[config.mk]
export PLATFORM = sky130hd
export DESIGN_NAME = frame_rate_meter_and_limiter
export DESIGN_NICKNAME = d
export VERILOG_FILES = /design/src/rtl/frm_pkg.sv /design/src/rtl/frm_ring_ram.sv /design/src/rtl/frm_divider.sv /design/src/rtl/frame_rate_meter_and_limiter.sv
export SDC_FILE = /design/constraint.sdc
export NUM_CORES = 1
export LEC_CHECK = 0
export ABC_AREA = 1
export BUFFER_PORTS_ARGS = -buffer_cell sky130_fd_sc_hd__buf_2
export CAP_MARGIN = 30
export CORE_AREA = 2 2 258 260
export DETAILED_ROUTE_END_ITERATION = 8
export DIE_AREA = 0 0 260 262
export PLACE_DENSITY_LB_ADDON = 0.1
export SYNTH_ARGS = -nofsm -noshare
export SYNTH_HDL_FRONTEND = slang
export SYNTH_SLANG_ARGS = --single-unit
[constraint.sdc]
create_clock -name i_clk -period 12.7 [get_ports i_clk]
set_input_delay 3.175 -clock i_clk [delete_from_list [all_inputs] [get_ports i_clk]]
set_output_delay 3.175 -clock i_clk [all_outputs]
set_load 0.01 [all_outputs]
[src/rtl/frm_pkg.sv]
// shared constants and types for the frame rate meter and limiter
package frm_pkg;

    // window of frame times kept for the average
    localparam int WINDOW      = 10;
    localparam int SLOT_W      = (WINDOW > 1) ? $clog2(WINDOW) : 1;
    localparam int FILL_W      = $clog2(WINDOW + 1);

    // field widths
    localparam int TIME_W      = 32;
    localparam int PERIOD_W    = 18;
    localparam int RATE_W      = 22;
    localparam int DELAY_W     = 10;

    // running sum of up to WINDOW frame times
    localparam int SUM_W       = TIME_W + FILL_W;

    // 1000 ms per second in Q8, and the rate numerator width
    localparam int MS_PER_S_Q8 = 256000;
    localparam int NUM_W       = $clog2(MS_PER_S_Q8 * WINDOW + 1);
    localparam int EXT_W       = (NUM_W > RATE_W) ? NUM_W : RATE_W;

    localparam logic [PERIOD_W-1:0] PERIOD_RESET = PERIOD_W'(4267);
    localparam logic [RATE_W-1:0]   RATE_MAX     = {RATE_W{1'b1}};
    localparam logic [RATE_W-1:0]   DEFAULT_RATE = RATE_W'(15360);

    // sequencer states
    typedef enum logic [2:0] {
        ST_IDLE,
        ST_READ,
        ST_DIVIDE,
        ST_DONE
    } t_state;

    // divider request and response
    typedef struct packed {
        logic             start;
        logic [NUM_W-1:0] num;
        logic [SUM_W-1:0] den;
    } t_div_req;

    typedef struct packed {
        logic             done;
        logic [NUM_W-1:0] quot;
    } t_div_rsp;

endpackage

[src/rtl/frm_ring_ram.sv]
// simple dual port ram holding the ring of frame times
module frm_ring_ram #(
    parameter int DEPTH  = 10,
    parameter int WIDTH  = 32,
    parameter int ADDR_W = 4
) (
    input  logic              i_clk,
    input  logic              i_wr_en,
    input  logic [ADDR_W-1:0] i_wr_addr,
    input  logic [WIDTH-1:0]  i_wr_data,
    input  logic              i_rd_en,
    input  logic [ADDR_W-1:0] i_rd_addr,
    output logic [WIDTH-1:0]  o_rd_data
);

    logic [WIDTH-1:0] mem [DEPTH];
    logic [WIDTH-1:0] r_rd_data;

    // write port
    always_ff @(posedge i_clk) begin
        if (i_wr_en) begin
            mem[i_wr_addr] <= i_wr_data;
        end
    end

    // registered read port
    always_ff @(posedge i_clk) begin
        if (i_rd_en) begin
            r_rd_data <= mem[i_rd_addr];
        end
    end

    assign o_rd_data = r_rd_data;

endmodule

[src/rtl/frm_divider.sv]
// restoring divider, one quotient bit per cycle
module frm_divider (
    input  logic              i_clk,
    input  logic              i_rst_n,
    input  frm_pkg::t_div_req i_req,
    output frm_pkg::t_div_rsp o_rsp
);

    localparam int NUM_W = frm_pkg::NUM_W;
    localparam int SUM_W = frm_pkg::SUM_W;
    localparam int CNT_W = $clog2(NUM_W + 1);

    logic             r_busy;
    logic             r_done;
    logic [CNT_W-1:0] r_cnt;
    logic [NUM_W-1:0] r_num;
    logic [NUM_W-1:0] r_quot;
    logic [SUM_W-1:0] r_rem;
    logic [SUM_W-1:0] r_den;

    logic [SUM_W:0]   n_trial;
    logic [SUM_W:0]   n_diff;
    logic             n_ge;

    // trial subtraction of the divisor
    always_comb begin
        n_trial = {r_rem, r_num[NUM_W-1]};
        n_diff  = n_trial - {1'b0, r_den};
        n_ge    = (n_trial >= {1'b0, r_den});
    end

    // control
    always_ff @(posedge i_clk) begin
        if (!i_rst_n) begin
            r_busy <= 1'b0;
            r_done <= 1'b0;
            r_cnt  <= '0;
        end else begin
            r_done <= 1'b0;
            if (i_req.start) begin
                r_busy <= 1'b1;
                r_cnt  <= CNT_W'(NUM_W);
            end else if (r_busy) begin
                r_cnt <= r_cnt - CNT_W'(1);
                if (r_cnt == CNT_W'(1)) begin
                    r_busy <= 1'b0;
                    r_done <= 1'b1;
                end
            end
        end
    end

    // datapath
    always_ff @(posedge i_clk) begin
        if (i_req.start) begin
            r_num  <= i_req.num;
            r_den  <= i_req.den;
            r_rem  <= '0;
            r_quot <= '0;
        end else if (r_busy) begin
            r_rem  <= n_ge ? n_diff[SUM_W-1:0] : n_trial[SUM_W-1:0];
            r_num  <= {r_num[NUM_W-2:0], 1'b0};
            r_quot <= {r_quot[NUM_W-2:0], n_ge};
        end
    end

    assign o_rsp.done = r_done;
    assign o_rsp.quot = r_quot;

endmodule

[src/rtl/frame_rate_meter_and_limiter.sv]
// top level of the frame rate meter and limiter
//
// One request per finished frame carries its start and end millisecond ticks.
// Each request returns one result: the averaged rate in fps (unsigned Q8),
// the frame time (end minus previous end) and the whole milliseconds still
// to wait to meet the configured frame period.
// Input and output both use valid/ready; the result sits in an output
// register, so the next request is taken while a result waits.
// One request is in work at a time. On acceptance the ring memory reads the
// oldest sample; the new sample is then written back as the restoring divider
// starts to form 256000 * count / sum, one quotient bit a cycle.
// A stalled receiver holds the result; a finished request then waits in
// the sequencer until the output register frees.
// Reset (synchronous, active low) empties the window, clears the sum and
// loads the period register with 4267 (about 60 fps). The ring memory is
// not cleared; the fill count guards reads of unwritten slots.
// The period register is written by i_cfg_wr_en and i_cfg_wr_data.
module frame_rate_meter_and_limiter (
    input  logic                          i_clk,
    input  logic                          i_rst_n,
    input  logic                          i_cfg_wr_en,
    input  logic [frm_pkg::PERIOD_W-1:0]  i_cfg_wr_data,
    input  logic                          i_in_valid,
    output logic                          o_in_ready,
    input  logic [frm_pkg::TIME_W-1:0]    i_frame_start_ms,
    input  logic [frm_pkg::TIME_W-1:0]    i_frame_end_ms,
    output logic                          o_out_valid,
    input  logic                          i_out_ready,
    output logic [frm_pkg::RATE_W-1:0]    o_rate_q8,
    output logic [frm_pkg::TIME_W-1:0]    o_frame_time_ms,
    output logic [frm_pkg::DELAY_W-1:0]   o_delay_ms
);

    localparam int SLOT_W   = frm_pkg::SLOT_W;
    localparam int FILL_W   = frm_pkg::FILL_W;
    localparam int SUM_W    = frm_pkg::SUM_W;
    localparam int TIME_W   = frm_pkg::TIME_W;
    localparam int PERIOD_W = frm_pkg::PERIOD_W;
    localparam int RATE_W   = frm_pkg::RATE_W;
    localparam int DELAY_W  = frm_pkg::DELAY_W;
    localparam int NUM_W    = frm_pkg::NUM_W;
    localparam int EXT_W    = frm_pkg::EXT_W;

    localparam logic [NUM_W-1:0] MS_Q8 = NUM_W'(frm_pkg::MS_PER_S_Q8);

    frm_pkg::t_state   r_state, n_state;
    frm_pkg::t_div_req div_req;
    frm_pkg::t_div_rsp div_rsp;

    logic [PERIOD_W-1:0] r_period;
    logic [SLOT_W-1:0]   r_slot;
    logic [FILL_W-1:0]   r_fill;
    logic [SUM_W-1:0]    r_sum;
    logic [TIME_W-1:0]   r_prev_end;
    logic                r_seen_first;
    logic [TIME_W-1:0]   r_ftime;
    logic [DELAY_W-1:0]  r_delay;

    logic                r_out_valid;
    logic [RATE_W-1:0]   r_out_rate;
    logic [TIME_W-1:0]   r_out_ftime;
    logic [DELAY_W-1:0]  r_out_delay;

    logic                in_acc;
    logic                out_free;
    logic                load_out;
    logic                win_full;
    logic [TIME_W-1:0]   old_sample;
    logic [TIME_W-1:0]   n_ftime;
    logic [TIME_W-1:0]   n_elapsed;
    logic [DELAY_W-1:0]  n_delay;
    logic [SUM_W-1:0]    n_sum;
    logic [FILL_W-1:0]   n_fill;
    logic [SLOT_W-1:0]   n_slot;
    logic [EXT_W-1:0]    quot_ext;
    logic [RATE_W-1:0]   n_rate;

    assign in_acc   = i_in_valid && o_in_ready;
    assign out_free = !r_out_valid || i_out_ready;
    assign win_full = (r_fill == FILL_W'(frm_pkg::WINDOW));

    // ring of frame times
    frm_ring_ram #(
        .DEPTH  (frm_pkg::WINDOW),
        .WIDTH  (TIME_W),
        .ADDR_W (SLOT_W)
    ) u_ring (
        .i_clk     (i_clk),
        .i_wr_en   (r_state == frm_pkg::ST_READ),
        .i_wr_addr (r_slot),
        .i_wr_data (r_ftime),
        .i_rd_en   (in_acc),
        .i_rd_addr (r_slot),
        .o_rd_data (old_sample)
    );

    // frame time and delay at the request
    always_comb begin
        n_ftime   = r_seen_first ? (i_frame_end_ms - r_prev_end) : '0;
        n_elapsed = i_frame_end_ms - i_frame_start_ms;
        if ((n_elapsed[TIME_W-1:DELAY_W] == '0) &&
            ({n_elapsed[DELAY_W-1:0], 8'b0} < r_period)) begin
            n_delay = r_period[PERIOD_W-1:8] - n_elapsed[DELAY_W-1:0];
        end else begin
            n_delay = '0;
        end
    end

    // window update once the old sample is read
    always_comb begin
        n_sum  = r_sum - (win_full ? SUM_W'(old_sample) : '0) + SUM_W'(r_ftime);
        n_fill = win_full ? r_fill : r_fill + FILL_W'(1);
        n_slot = (r_slot == SLOT_W'(frm_pkg::WINDOW - 1)) ? '0 : r_slot + SLOT_W'(1);
    end

    // divider request
    always_comb begin
        div_req.start = (r_state == frm_pkg::ST_READ);
        div_req.num   = MS_Q8 * NUM_W'(n_fill);
        div_req.den   = n_sum;
    end

    frm_divider u_div (
        .i_clk   (i_clk),
        .i_rst_n (i_rst_n),
        .i_req   (div_req),
        .o_rsp   (div_rsp)
    );

    // rate with zero sum default and saturation
    always_comb begin
        quot_ext = EXT_W'(div_rsp.quot);
        if (r_sum == '0) begin
            n_rate = frm_pkg::DEFAULT_RATE;
        end else if (quot_ext > EXT_W'(frm_pkg::RATE_MAX)) begin
            n_rate = frm_pkg::RATE_MAX;
        end else begin
            n_rate = quot_ext[RATE_W-1:0];
        end
    end

    // sequencer next state
    always_comb begin
        n_state    = r_state;
        o_in_ready = 1'b0;
        load_out   = 1'b0;
        unique case (r_state)
            frm_pkg::ST_IDLE: begin
                o_in_ready = 1'b1;
                if (i_in_valid) begin
                    n_state = frm_pkg::ST_READ;
                end
            end
            frm_pkg::ST_READ: begin
                n_state = frm_pkg::ST_DIVIDE;
            end
            frm_pkg::ST_DIVIDE: begin
                if (div_rsp.done) begin
                    if (out_free) begin
                        load_out = 1'b1;
                        n_state  = frm_pkg::ST_IDLE;
                    end else begin
                        n_state = frm_pkg::ST_DONE;
                    end
                end
            end
            frm_pkg::ST_DONE: begin
                if (out_free) begin
                    load_out = 1'b1;
                    n_state  = frm_pkg::ST_IDLE;
                end
            end
            default: begin
                n_state = frm_pkg::ST_IDLE;
            end
        endcase
    end

    // state and control registers
    always_ff @(posedge i_clk) begin
        if (!i_rst_n) begin
            r_state      <= frm_pkg::ST_IDLE;
            r_period     <= frm_pkg::PERIOD_RESET;
            r_slot       <= '0;
            r_fill       <= '0;
            r_sum        <= '0;
            r_prev_end   <= '0;
            r_seen_first <= 1'b0;
            r_out_valid  <= 1'b0;
        end else begin
            r_state <= n_state;
            if (i_cfg_wr_en) begin
                r_period <= i_cfg_wr_data;
            end
            if (in_acc) begin
                r_prev_end   <= i_frame_end_ms;
                r_seen_first <= 1'b1;
            end
            if (r_state == frm_pkg::ST_READ) begin
                r_sum  <= n_sum;
                r_fill <= n_fill;
                r_slot <= n_slot;
            end
            if (load_out) begin
                r_out_valid <= 1'b1;
            end else if (i_out_ready) begin
                r_out_valid <= 1'b0;
            end
        end
    end

    // request payload and output register
    always_ff @(posedge i_clk) begin
        if (in_acc) begin
            r_ftime <= n_ftime;
            r_delay <= n_delay;
        end
        if (load_out) begin
            r_out_rate  <= n_rate;
            r_out_ftime <= r_ftime;
            r_out_delay <= r_delay;
        end
    end

    assign o_out_valid     = r_out_valid;
    assign o_rate_q8       = r_out_rate;
    assign o_frame_time_ms = r_out_ftime;
    assign o_delay_ms      = r_out_delay;

endmodule

Yosys cells after proc, flatten, opt, wreduce, memory -nomap -nowiden
Memory sizes are Yosys's and may differ from the RTL's. A register that Yosys moved wholly into a read port is not among the register bits.
Index checks and enable logic that the tools add are counted.
- RAM bits: 320
- bits of input ports: 87
- bits in registers: 317
- memories: 1
- logic and storage cells: 86
- output and inout port bits: 66
- reduce and logical (&&, ||, !) cells: 13
- bitwise logic cells: 2
- equal/unequal tests: 9
- multipliers: 1
- $lt $le $gt $ge: 3
- add/sub/neg operators: 9
- mux-type cells: 26
- memories (name ; depth ; width ; rd ports ; clocked after memory_dff ; write ports ; line ; source):
    u_ring.mem ; 10 ; 32 ; 1 ; 1 ; 1 ; frm_ring_ram.sv:16 ; logic [WIDTH-1:0] mem [DEPTH];
- operators with widths (operator ; count):
    two-way mux 22 bit ; 3
    subtractor 32 bit ; 2
    >= comparator 37 x 36 -> 1 bit ; 1
    adder 36 x 32 -> 36 bit ; 1
    logical NOT 36 bit ; 1
    two-way mux 36 bit ; 1
    subtractor 36 x 32 -> 36 bit ; 1
    subtractor 36 bit ; 1
    two-way mux 32 bit ; 1
    > comparator 22 bit, second input constant ; 1
    logical NOT 22 bit ; 1
    less-than comparator 18 bit ; 1
    one-hot mux 3 bit (4 select lines) ; 1
    multiplier 7 x 4 -> 11 bit, first input constant ; 1
    two-way mux 1 bit ; 11
    two-way mux 5 bit ; 2
    subtractor 10 bit ; 1
    two-way mux 3 bit ; 3
    adder 4 x 1 -> 4 bit, second input constant ; 2
    equality test 4 bit, second input constant ; 2
    two-way mux 4 bit ; 2
    equality test 3 x 2 -> 1 bit, second input constant ; 2
    equality test 5 x 1 -> 1 bit, second input constant ; 1
    subtractor 5 x 1 -> 5 bit, second input constant ; 1
    14 further kinds ; 19

Longest topological paths before layout
Gate-level depths: netlist of the first run.
- word-level depth: 6
- gate-level depth with buffers: 21
- gate-level depth less buffers: 21

Cells and area by module
A second synthesis of the first run with hierarchy kept.
- cells, all modules: 4636
- area, all modules: 38207.9 µm²
- modules (own cells, without submodules) (module ; sequential area each (µm²) ; instances ; area each (µm²) ; cells an instance):
    frame_rate_meter_and_limiter ; 5144.9 ; 1 ; 15955.3 ; 2251
    frm_ring_ram ; 10570.1 ; 1 ; 14431.3 ; 1270
    frm_divider ; 3042.9 ; 1 ; 7821.3 ; 1115

Worst setup path after synthesis of the first run
Ideal clock, no wire load.
- path type: in2reg
- start: input port i_in_valid
- end: register r_prev_end[22]
- required time: 12.572 ns
- stages on the path: 6
- setup time: 0.128 ns
- slack: 5.099 ns
- buffers on the path: 1
- data arrival time: 7.473 ns
- cells stage by stage: inv_1 nor2_1 inv_1 clkbuf_1 o21ai_0 a21oi_1
- cells in the longest elaborated chain, start to end: 1
- RTL lines (item ; line ; source):
    start: declaration ; frame_rate_meter_and_limiter.sv:23 ; input logic i_in_valid,
    logical AND 1 bit ; frame_rate_meter_and_limiter.sv:78 ; assign in_acc = i_in_valid && o_in_ready;
    net in_acc ; frame_rate_meter_and_limiter.sv:64 ; logic in_acc;
    end signal: assignment ; frame_rate_meter_and_limiter.sv:196 ; r_prev_end <= i_frame_end_ms;
    end: declaration ; frame_rate_meter_and_limiter.sv:54 ; logic [TIME_W-1:0] r_prev_end;
The timed path passes the listed nets, and every way through them passes these cells.
A chain may end at the register's enable or synchronous reset.

Worst setup path in the final report of the first run
- start: input port i_frame_end_ms[0] (netlist bit)
- end: register r_delay[2], data pin
- cells in the longest elaborated chain, start to end: 3
- RTL lines (item ; line ; source):
    start: declaration ; frame_rate_meter_and_limiter.sv:26 ; input logic [frm_pkg::TIME_W-1:0] i_frame_end_ms,
    subtractor 32 bit * ; frame_rate_meter_and_limiter.sv:100 ; n_elapsed = i_frame_end_ms - i_frame_start_ms;
    less-than comparator 18 bit or logical NOT 22 bit (tied branches) ; frame_rate_meter_and_limiter.sv:102, frame_rate_meter_and_limiter.sv:101 ;
    logical AND 1 bit ; frame_rate_meter_and_limiter.sv:101 ; if ((n_elapsed[TIME_W-1:DELAY_W] == '0) &&
    end signal: assignment ; frame_rate_meter_and_limiter.sv:216 ; r_delay <= n_delay;
    end: declaration ; frame_rate_meter_and_limiter.sv:57 ; logic [DELAY_W-1:0] r_delay;
Mark *: on every way between the ends. The rest lies on a longest branch, timed or not.

==> results of run 1 <==
-- critical path, stage by stage --
cell	delay, ns
buf_2	0.10
inv_1	0.08
ha_1	0.16
inv_1	0.09
fa_1	0.44
nand3_1	0.11
nand3_1	0.18
nand2_1	0.11
nand2_1	0.08
xor2_1	0.24
ha_1	0.34
nand2_1	0.11
inv_1	0.04
nand2_1	0.06
nand2_1	0.06
nand2_1	0.06
nand2_1	0.05
nor2_1	0.12
nand3_2	0.23
nor3_1	0.23
-- path summary, 6_finish.rpt --
| kind | from | to | slack [ns] | cells past startpoint |
|---|---|---|---|---|
| setup / recovery | i_frame_end_ms[0] | r_delay[2]$_SDFFCE_PN0P_ | 7.09 | 20 |
| hold / removal | r_delay[1]$_SDFFCE_PN0P_ | o_delay_ms[1]$_DFFE_PP_ | 0.42 | 0 |
| setup reg to reg | r_fill[0]$_SDFFE_PN0P_ | u_div.r_den[25]$_DFFE_PP_ | 8.45 | 19 |
| hold reg to reg | r_delay[1]$_SDFFCE_PN0P_ | o_delay_ms[1]$_DFFE_PP_ | 0.42 | 0 |
-- sequential cells by signal, summed over array words and instances, names as in the netlist, 5 cells and up --
register / cells
u_ring.mem: 320
o_rate_q8: 22
u_div.r_den: 36
u_div.r_cnt: 5
r_delay: 10
r_period: 18
o_delay_ms: 10
u_div.r_rem: 36
r_ftime: 32
u_div.r_num: 11
r_prev_end: 32
u_ring.o_rd_data: 32
u_div.r_quot: 22
r_sum: 36
o_frame_time_ms: 32
-- power by group --
part / total, mW / switching [mW] / internal [mW]
sequential: 2.86 / 0.143 / 2.72
combinational: 2.60 / 1.77 / 0.826
clock: 2.12 / 0.897 / 1.22
-- routing by layer --
| metal | GRT usage | up-vias | part of all wire |
|---|---|---|---|
| met5 | 0 | - | 0.00014 |
| met4 | 0.0980 | 2 | 0.031 |
| met3 | 0.0367 | 157 | 0.060 |
| met2 | 0.458 | 802 | 0.47 |
| met1 | 0.376 | 12600 | 0.44 |
| li1 | - | 13300 | - |
-- cell families after synthesis --
group,synth area share
DFF,0.525
buffers and inverters,0.0782
and+or+nand+nor,0.174
adders and majority gates,0.0859
xor gates and xnor gates,0.0190
AOI/OAI and AO/OA,0.118
-- final cells by class --
type / count / area share
Clock inverter: 47 / 0.0122
Sequential cell: 668 / 0.469
Tap cell: 864 / 0.0275
Multi-Input combinational cell: 2464 / 0.356
Clock buffer: 88 / 0.0492
Inverter: 621 / 0.0593
Timing Repair Buffer: 188 / 0.0267
-- through the flow --
stage / area [µm²] / cells / total power [mW]
5_1_grt: 39300 / 4940 / 8.05
3_3_place_gp: 36900 / 4804 / 5.46
6_report: 39300 / 4940 / 7.58
2_1_floorplan: 35100 / 3856 / 4.66
4_1_cts: 39300 / 4940 / 7.60
3_5_place_dp: 36900 / 4805 / 5.47
-- placed cells by master (no fill, tap or decap), types with 6 or more instances in the layout --
cell / n
nand3b_1: 14
clkinv_1: 22
bufinv_16: 6
nor2_4: 14
nand2_1: 728
ha_1: 172
buf_4: 35
o211ai_1: 8
xor2_1: 48
xnor2_1: 28
o21a_1: 14
clkinv_2: 9
or3_1: 32
fa_1: 43
edfxtp_1: 505
a31oi_1: 80
nor4_1: 11
a22oi_1: 64
dfxtp_1: 162
and2_1: 10
o21ai_0: 190
nand4_1: 21
nor3_1: 69
o21ai_1: 16
o22ai_1: 38
a21oi_1: 244
buf_2: 152
inv_1: 612
clkbuf_1: 11
clkbuf_16: 74
nor2_1: 353
a21o_1: 20
nand3_1: 177
o21bai_1: 19
nand2_2: 8
==> flow_summary.ini, run 1 <==
[sta]
grt_setup_unrepaired = no
fin_crit_ns = 5.61
slew-limit-headroom = 0.292
fmax_mhz = 178
setup_ws_ns = 7.09
fin_tns_setup_ns = 0
timing.hold.ws_ns = 0.417
fin_skew_ns = 0.0413
hold_viol = 0
setup_violations = 0
worstMarginPinSlew_ns = 1.06
fin_crit_sh = 0.442
slew_violations = 0

[synthesis]
synth_edf_count = 505
synth.most_common_cell = nand2_1
synthTopCellsByCount = nand2_1 (728), inv_1 (614), edfxtp_1 (505)
yosys.cell_types.count = 53
ys_ff_latch = 668
yosys.area.top_type = edfxtp_1
synthTopCellsByArea = edfxtp_1 (43%), dfxtp_1 (9.3%), nand2_1 (7.8%), inv_1 (6.6%), ha_1 (6.1%)
synth_top_area_share = 0.432
ys.flop_type = edfxtp_1
yosysWarnings = 0
synth_area_mm2 = 0.0351
netlist_instances = 3856
yosysSeqAreaShare = 0.525
syn-num-nets = 4158
avgSynthCellArea_um2 = 9.10
synthArstFlopShare = 0

[detailed_routing]
first_pass_iters = 5
vias_per_cell = 5.43
drcViolationCount = 0
wl_per_cell_um = 19.0
drtIter0Drc = 2235
routed-via-count = 26800
routed_wl_mm = 93.8
ant_nets = 0

[floorplanning]
dieArea_mm2 = 0.0681
initial_core_util = 0.538
io_pins = 153
fp-row-count = 94
die_x_um = 260
core_area_mm2 = 0.0653
die_h_um = 262

[global_routing]
grt.total_usage = 0.277
grt_pass1_vias = 25800
grt-ovfl-total = 0
antenna_found_initial = 1
grt_max_degree = 80
grt_pass1_wl_mm = 145

[worst_setup_path]
start_kind = primary input
crit_path_end_kind = register
crit_fanout = 10
worstPathArrival_ns = 6.05
crit_required_ns = 13.14
crit_type = in -> reg

[flow_run]
drv_cap = 0

[place]
place.gp.congestion = 0.954
portBuffers = 152
dp_hpwl_mm = 65.2
place_ws_ns = 6.51

[clock_tree]
h-tree-depth = 3
clockBufferDepth = 3
path_clk_slew_ns = 0.06
postCtsSetupRepairBufs = 0
cts_buffers = 73
postCtsHoldBufs = 0
clock_latency_ns = 0.63
cts_sinks = 668
cts_tree = done
cts_resized = 0
cts-root-buf = clkbuf_16

[power]
p_per_area_mw_per_mm2 = 193
leakage_nw = 16.6
peakVddDrop_v = 0.000112

[finish]
fillers = 5685
diodes = 0
nNetsFinal = 4318
multiInputGateArea_mm2 = 0.0140
drive_gt1_frac = 0.0839
utilization = 0.602
register_area_mm2 = 0.0184
area_delta_synth_final_pct = 12.1

[worst_hold_path]
hold_path.class = reg -> reg

[outcome]
status = completed
No activity file was read; power rests on OpenSTA's default activity.
==> inputs of run 2 (changes only) <==
==> constraint.sdc (replaced) <==
create_clock -name i_clk -period 5.84 [get_ports i_clk]
set_input_delay 1.46 -clock i_clk [delete_from_list [all_inputs] [get_ports i_clk]]
set_output_delay 1.46 -clock i_clk [all_outputs]
set_load 0.01 [all_outputs]
==> run 2 against run 1 <==
Effect of this change: global-route usage increased by 0.29 points; register-to-register slack worse by 6.7 ns; worst hold slack got worse by 0.027 ns; worst setup slack worse by 5.4 ns; critical path depth shrank 2; wire length grew 1.2%; flip-flop and latch count unchanged; largest cell class unchanged.
==> flow_summary.ini, run 2 (synthesized netlist as in run 1, its figures left out) <==
[power]
peakVddDrop_v = 0.000222
p_per_area_mw_per_mm2 = 420
leakage_nw = 16.6

[floorplanning]
core_area_mm2 = 0.0653
initial_core_util = 0.538
die_x_um = 260
dieArea_mm2 = 0.0681
die_h_um = 262
io_pins = 153
fp-row-count = 94

[detailed_routing]
routed_wl_mm = 94.9
wl_per_cell_um = 19.2
drtIter0Drc = 2098
drcViolationCount = 0
vias_per_cell = 5.42
ant_nets = 0
routed-via-count = 26800
first_pass_iters = 9

[sta]
setup_violations = 0
fmax_mhz = 242
slew-limit-headroom = 0.373
worstMarginPinSlew_ns = 0.940
setup_ws_ns = 1.71
slew_violations = 0
hold_viol = 0
fin_crit_sh = 0.708
fin_skew_ns = 0.0303
fin_crit_ns = 4.13
fin_tns_setup_ns = 0
grt_setup_unrepaired = no

[worst_setup_path]
start_kind = register
crit_required_ns = 6.22
critPathLaunch = r_fill[0]$_SDFFE_PN0P_
critPathTopFamily = simple AND/OR/NAND/NOR gates
reg2reg_from = r_fill[0]$_SDFFE_PN0P_
path_buf_inv = 3
crit_path_end_kind = register
r2r_setup_slack_ns = 1.71
cp_common_cell = nand2_1
critPathMaxStageDelay_ns = 0.50
crit_chain = inv_1 -> ha_1 -> nand3_1 -> buf_4 -> nor2_1 -> fa_1 -> inv_1 -> ha_1 -> a21oi_1 -> nand2_1 -> nand2_1 -> nand3_1 -> nand2_1 -> nand2_1 -> a21oi_1 -> o21bai_1 -> or2_2 -> and2_1
crit_fanout = 30
crit_type = reg -> reg
crit_path_top_delay_cell = fa_1
worstPathArrival_ns = 4.52

[clock_tree]
postCtsHoldBufs = 0
cts_tree = done
h-tree-depth = 3
cts_buffers = 74
cts-root-buf = clkbuf_16
path_clk_slew_ns = 0.07
clockBufferDepth = 3
cts_sinks = 668
cts_resized = 0
clock_latency_ns = 0.63
postCtsSetupRepairBufs = 0

[place]
dp_hpwl_mm = 65.8
place_ws_ns = 1.42
dpl-instance-area_mm2 = 0.0369
place.gp.congestion = 0.957
portBuffers = 152

[global_routing]
grt_pass1_wl_mm = 147
antenna_found_initial = 1
grt_pass1_vias = 26000
grt.total_usage = 0.280
grt_max_degree = 73
grt-ovfl-total = 0

[finish]
fillers = 5747
top_register = u_ring.mem
layout_commonest_cell = nand2_1
area_delta_synth_final_pct = 12.2
nNetsFinal = 4319
fin_area_mm2 = 0.0394
largest_reg_flops = 320
final_cell_mix = nand2_1 (728), inv_1 (612), edfxtp_1 (505)
drive_gt1_frac = 0.0856

[flow_run]
drv_cap = 0

[outcome]
status = completed

[worst_hold_path]
hp-start = r_delay[5]$_SDFFCE_PN0P_
hold_path.class = reg -> reg
run 2: final cells by class:
| cell class | count | area (µm²) | area share |
|---|---|---|---|
| sequential | 668 | 18400 | 0.468 |
| multi-input combinational | 2464 | 14000 | 0.356 |
| inverter | 621 | 2330 | 0.0593 |
| clock buffer | 97 | 2010 | 0.0511 |
| tap | 864 | 1080 | 0.0275 |
| timing repair buffer | 188 | 1050 | 0.0267 |
| clock inverter | 40 | 449 | 0.0114 |
| antenna | 1 | 2.50 | 0.0000636 |
run 2: metal layers:
| layer | global-route usage | routed length [µm] | up-vias |
|---|---|---|---|
| li1 | - | - | 13300 |
| met5 | 0 | 0 | - |
| met3 | 0.0367 | 5390 | 118 |
| met4 | 0.0696 | 1780 | 0 |
| met2 | 0.474 | 45700 | 746 |
| met1 | 0.382 | 41900 | 12600 |
run 2: path summary, 6_finish.rpt:
kind	depth (start not counted)	endpoint
worst max-delay path	18	u_div.r_den[23]$_DFFE_PP_
worst min-delay path	0	o_delay_ms[5]$_DFFE_PP_
worst max register to register	18	u_div.r_den[23]$_DFFE_PP_
worst min register to register	0	o_delay_ms[5]$_DFFE_PP_
run 2: power breakdown:
part	total (mW)	internal, mW	leakage [nW]	switching (mW)
Combinational	5.60	1.80	9.44	3.80
Sequential	6.23	5.91	5.97	0.316
Clock	4.69	2.73	1.20	1.96
run 2: stage by stage:
stage	util	instances	hold slack (ns)	power [mW]
3_5_place_dp	0.566	4805	0.407	11.9
5_1_grt	0.603	4942	0.406	17.5
6_report	0.603	4943	0.390	16.5
4_1_cts	0.603	4942	0.380	16.6
3_3_place_gp	0.565	4804	0.404	11.8
2_1_floorplan	-	3856	0.400	10.1
